--- src/design/lcd_pkg.sv ---
package lcd_pkg;
  localparam int unsigned NodeCountDef      = 1024;
  localparam int unsigned MaxBlockDef       = 8;
  localparam int unsigned MaxConstraintsDef = 256;
  localparam int unsigned MaxEntriesDef     = 1024;

  localparam int unsigned ValW = 32;
  localparam int unsigned BsW  = 4;
  localparam int unsigned CcW  = 9;

  typedef enum logic [2:0] {
    ActWrite   = 3'd0,
    ActRead    = 3'd1,
    ActLoadCon = 3'd2,
    ActLoadEnt = 3'd3,
    ActFwd     = 3'd4,
    ActRev     = 3'd5
  } action_e;

  localparam logic RegBlockSize = 1'b0;
  localparam logic RegConCount  = 1'b1;

  // multiply-accumulate request into the shared unit
  typedef struct packed {
    logic signed [31:0] acc;
    logic signed [31:0] weight;
    logic signed [31:0] value;
  } mac_req_t;
endpackage

--- src/design/lcd_mac.sv ---
// Shared rounding multiply-accumulate: acc + round(w*x / 2^16), clamped.
// Two stages: product register, then round and clamp.
module lcd_mac (
  input  logic              clk_i,
  input  lcd_pkg::mac_req_t req_i,
  output logic signed [31:0] sum_o,
  output logic              sat_o
);
  import lcd_pkg::*;

  logic signed [63:0] prod_q;
  logic signed [31:0] acc_q;
  logic signed [48:0] rnd;
  logic signed [49:0] s;

  always_ff @(posedge clk_i) begin
    prod_q <= 64'(req_i.weight) * 64'(req_i.value);
    acc_q  <= req_i.acc;
  end

  // floor((p + 2^15) / 2^16)
  assign rnd = 49'((prod_q + 64'sd32768) >>> 16);
  assign s   = 50'(acc_q) + 50'(rnd);

  always_comb begin
    sat_o = 1'b0;
    sum_o = s[31:0];
    if (s > 50'sd2147483647) begin
      sat_o = 1'b1;
      sum_o = 32'sh7fffffff;
    end else if (s < -50'sd2147483648) begin
      sat_o = 1'b1;
      sum_o = 32'sh80000000;
    end
  end
endmodule

--- config.mk ---
export PLATFORM = sky130hd
export DESIGN_NAME = lcd_mac
export DESIGN_NICKNAME = d
export VERILOG_FILES = /design/src/design/lcd_pkg.sv /design/src/design/lcd_mac.sv
export SDC_FILE = /design/constraint.sdc
export NUM_CORES = 2
export LEC_CHECK = 0
export ABC_AREA = 1
export BUFFER_PORTS_ARGS = -buffer_cell sky130_fd_sc_hd__buf_2
export CORE_MARGIN = 2
export CORE_UTILIZATION = 42
export CTS_BUF_LIST = sky130_fd_sc_hd__clkbuf_4 sky130_fd_sc_hd__clkbuf_8
export DETAILED_ROUTE_END_ITERATION = 8
export SKIP_CTS_REPAIR_TIMING = 1
export SYNTH_ARGS = -nofsm -noshare
export SYNTH_HDL_FRONTEND = slang
export SYNTH_SLANG_ARGS = --single-unit
--- constraint.sdc ---
create_clock -name clk_i -period 25.1 [get_ports clk_i]
set_input_delay 3.765 -clock clk_i [delete_from_list [all_inputs] [get_ports clk_i]]
set_output_delay 3.765 -clock clk_i [all_outputs]
set_load 0.01 [all_outputs]
* Word-level counts from Yosys, hierarchy flattened *
Index checks and enable logic that the tools add are counted.

operators by class
  add/sub/neg operators = 2
  multipliers = 1
  $lt $le $gt $ge = 2
  multiplexer cells = 4

operator list
  cell                                                  count
  adder 64 x 17 -> 64 bit, second input constant        1
  multiplier 32 x 32 -> 64 bit                          1
  2-to-1 mux 32 bit                                     2
  adder 32 x 48 -> 49 bit                               1
  > comparator 49 x 32 -> 1 bit, second input constant  1
  < comparator 49 x 32 -> 1 bit, second input constant  1
  2-to-1 mux 1 bit                                      2

storage, ports and cells
  register bits = 96
  bits of input ports = 97
  output and inout port bits = 33

* Longest topological paths before layout *
  depth after elaboration = 5
  mapped depth = 32
  mapped depth without buffers = 31

* Least setup slack after synthesis *
Ideal clock, no wire load.

  path kind = input-to-reg
  start point = in req_i[63] in the netlist's numbering
  end point = reg prod_q[59]
  library setup time = 0.112 ns
  data arrival time = 10.392 ns
  data required time = 24.988 ns
  setup slack = 14.596 ns
  stages = 26
  cells stage by stage = clkbuf_1 -> nand2_1 -> inv_1 -> fa_1 -> inv_1 -> fa_1 -> inv_1 -> fa_1 -> fa_1 -> inv_1 -> fa_1 -> inv_1 -> fa_1 -> inv_1 -> fa_1 -> inv_1 -> fa_1 -> ha_1 -> a21oi_1 -> inv_1 -> a31oi_1 -> o21ai_0 -> a221oi_1 -> nand2_1 -> nand2_1 -> nand2_1

between the ends
  cells in the longest elaborated chain, start to end = 1

ends and longest elaborated chain
  item                          RTL line       text
  start: declaration            lcd_mac.sv:5   input lcd_pkg::mac_req_t req_i,
  multiplier 32 x 32 -> 64 bit  lcd_mac.sv:17  prod_q <= 64'(req_i.weight) * 64'(req_i.value);
  end signal: assignment        lcd_mac.sv:17
  end: declaration              lcd_mac.sv:11  logic signed [63:0] prod_q;

Every way passes these cells.

* Worst setup path in the final report *
Ends and elaborated chain as after synthesis.

==> impl_metrics.json <==
{
  "synth_xor_area_share_pct": 2.616,
  "min_from": "req_i[84]",
  "ys_seq_area_share_pct": 3.642,
  "fp.dieW_um": 329.6,
  "cap_violations": 0,
  "grt_setup_unrepaired": "no",
  "rows": 119,
  "cts_num_sinks": 81,
  "synth_mux_area_share_pct": 0,
  "drv_slew": 0,
  "slew_headroom_pct": 35.28,
  "syn_area_per_cell_um2": 7.590,
  "synth_warnings": 0,
  "io_buffers": 129,
  "synthAdderAreaFrac_pct": 55.09,
  "routedWlPerCell_um": 17.64,
  "dieArea_mm2": 0.1086,
  "tightest_slew_ns": 0.9709,
  "drc": 0,
  "path_clk_slew_ns": 0.11,
  "die_h_um": 329.6,
  "vias": 35190,
  "hold_viol_final": 0,
  "hold_class": "in -> reg",
  "critical_path.max_fanout": 32,
  "numCtsBuffers": 9,
  "layout_common_cells": "inv_1, nand2_1, fa_1",
  "pin_count": 130,
  "netlist_area_mm2": 0.04452,
  "area_delta_synth_final_pct": 4.657,
  "grt_max_degree": 33,
  "drt_wl_total_mm": 127.7,
  "synth_top_family_by_area": "adder cells",
  "yosys.area_share.simple_pct": 18.54,
  "fmax_mhz": 88.12,
  "globalplace.congestion": 0.9298,
  "dp_hpwl_mm": 107.5,
  "setup_violations": 0,
  "worstSetupStartpointType": "primary input",
  "cts_tree": "yes",
  "min_period_ns": 11.35,
  "initial_core_util_pct": 42.29,
  "finalCritPeriodShare_pct": 45.21,
  "drt_first_pass_iters": 6,
  "setup_tns_ns": 0,
  "core_area_mm2": 0.1053,
  "grt_pass1_vias": 38370,
  "outcome": "finished, final reports clean",
  "cts_buffer_depth": 2,
  "whs_path_depth": 1,
  "ys_types": 44,
  "crit_arrival_ns": 11.67,
  "fin_nets": 7252,
  "vias_per_cell": 4.859,
  "layout_commonest_cell": "inv_1",
  "worstHoldEndpoint": "acc_q[20]",
  "cts-htree-levels": 3,
  "grt_usage_pct": 24.67,
  "ys_seq_elements": 81,
  "grt_pass1_wl_mm": 208.8,
  "n_fill_cell": 10770,
  "clockRootBuffer": "clkbuf_8",
  "drive_gt1_share_pct": 4.018,
  "path_class": "in -> reg",
  "netlist_instances": 5866,
  "synth_compound_area_share_pct": 3.018,
  "grt-ovfl-total": 0,
  "crit_required_ns": 25.42,
  "worstSetupEndpointType": "flip-flop",
  "postRouteAntennaNets": 0,
  "antenna_found_initial": 5,
  "synthesis.nets": 7274,
  "drtIter0Drc": 2251
}
## cells by family (layout without fill, tap and decap cells)
family                     count (synthesis)  in the layout
AOI/OAI and AO/OA                        242            242
DFF                                       81             81
xor gates and xnor gates                 133            133
adders and majority gates               1311           1311
buffers and inverters                   2016           1999
and+or+nand+nor                         2083           2083
other                                      0              2
## worst max-delay path, stage by stage
cell and delay (ns):
buf_2 0.57, nand2_1 0.26, inv_1 0.15, fa_1 0.40, inv_1 0.24, fa_1 0.46, inv_1 0.21, fa_1 0.49
fa_1 0.86, inv_1 0.41, fa_1 0.59, inv_1 0.06, fa_1 0.52, inv_1 0.05, fa_1 0.47, inv_1 0.05
fa_1 0.45, ha_1 0.39, a21oi_1 0.18, inv_1 0.07, a31oi_1 0.24, o21ai_0 0.18, a221oi_1 0.35, nand2_1 0.09
nand2_1 0.07, nand2_1 0.05
## cell type report
| cell class | instances | area, um2 | share of cell area, % |
|---|---|---|---|
| clock buffers | 9 | 123.9 | 0.2658 |
| multi-input cells | 3769 | 35290 | 75.73 |
| clock inverters | 7 | 76.32 | 0.1638 |
| flip-flops and latches | 81 | 1622 | 3.480 |
| well taps | 1391 | 1740 | 3.735 |
| repair buffers | 165 | 915.9 | 1.966 |
| inverters | 1818 | 6824 | 14.65 |
| diodes | 2 | 5.005 | 0.01074 |
## metal layers
layer	wire [um]	vias up	global-route usage, %
li1	-	16340	-
met1	57700	17690	34.47
met2	59760	1008	41.35
met3	7984	141	3.336
met4	2236	8	4.486
met5	39	-	0
## state kept, by name, summed over array words and instances, names as in the netlist
name and cells:
prod_q 49, acc_q 32
## worst max-delay path by stage
| stage | startpoint | to | slack [ns] |
|---|---|---|---|
| after floorplan | req_i[63] | prod_q[59] | 14.60 |
| after global placement | req_i[63] | prod_q[60] | 13.27 |
| after detailed placement | req_i[63] | prod_q[60] | 13.17 |
| after CTS | req_i[63] | prod_q[60] | 13.63 |
| after global routing | req_i[63] | prod_q[60] | 13.10 |
| final | req_i[63] | prod_q[59] | 13.75 |
## cell usage after synthesis, drive strengths merged
cell type / instances / area [um2]
nor4: 16 / 106.4
buf: 9 / 78.82
a21oi: 126 / 630.6
a211oi: 3 / 22.52
and2: 3 / 18.77
o211a: 1 / 10.01
a21boi: 4 / 30.03
clkbuf: 189 / 709.4
xnor2: 41 / 359.1
xor2: 92 / 805.8
fa: 1082 / 21660
and3: 5 / 32.53
nand3b: 3 / 22.52
nand2: 1649 / 6222
inv: 1818 / 6824
nor3b: 1 / 12.51
o21bai: 7 / 52.55
o2111ai: 1 / 8.760
nand4: 38 / 237.7
dfxtp: 81 / 1622
nand3: 71 / 360.3
a21o: 8 / 60.06
nor2: 255 / 1007
ha: 229 / 2865
nor3: 36 / 195.2
a221oi: 3 / 26.28
o21ai: 60 / 304.0
o211ai: 2 / 15.01
a31oi: 17 / 106.4
o21a: 8 / 60.06
o221ai: 2 / 17.52
or2: 6 / 37.54
## per-stage QoR
stage               worst slack [ns]  hold slack, ns  area, um2  std cells  utilization [%]
CTS                            13.63           3.408      46590       7240            44.26
floorplan                      14.60           3.793      44520       5866                -
global route                   13.10           3.410      46590       7240            44.26
detailed placement             13.17           3.869      46390       7224            44.07
global placement               13.27           3.869      46390       7224            44.07
finish                         13.75           3.438      46590       7242            44.26
Power is left out: the tool's default activity adds up to more than one toggle a clock period on the data nets, which glitch-free logic cannot reach.
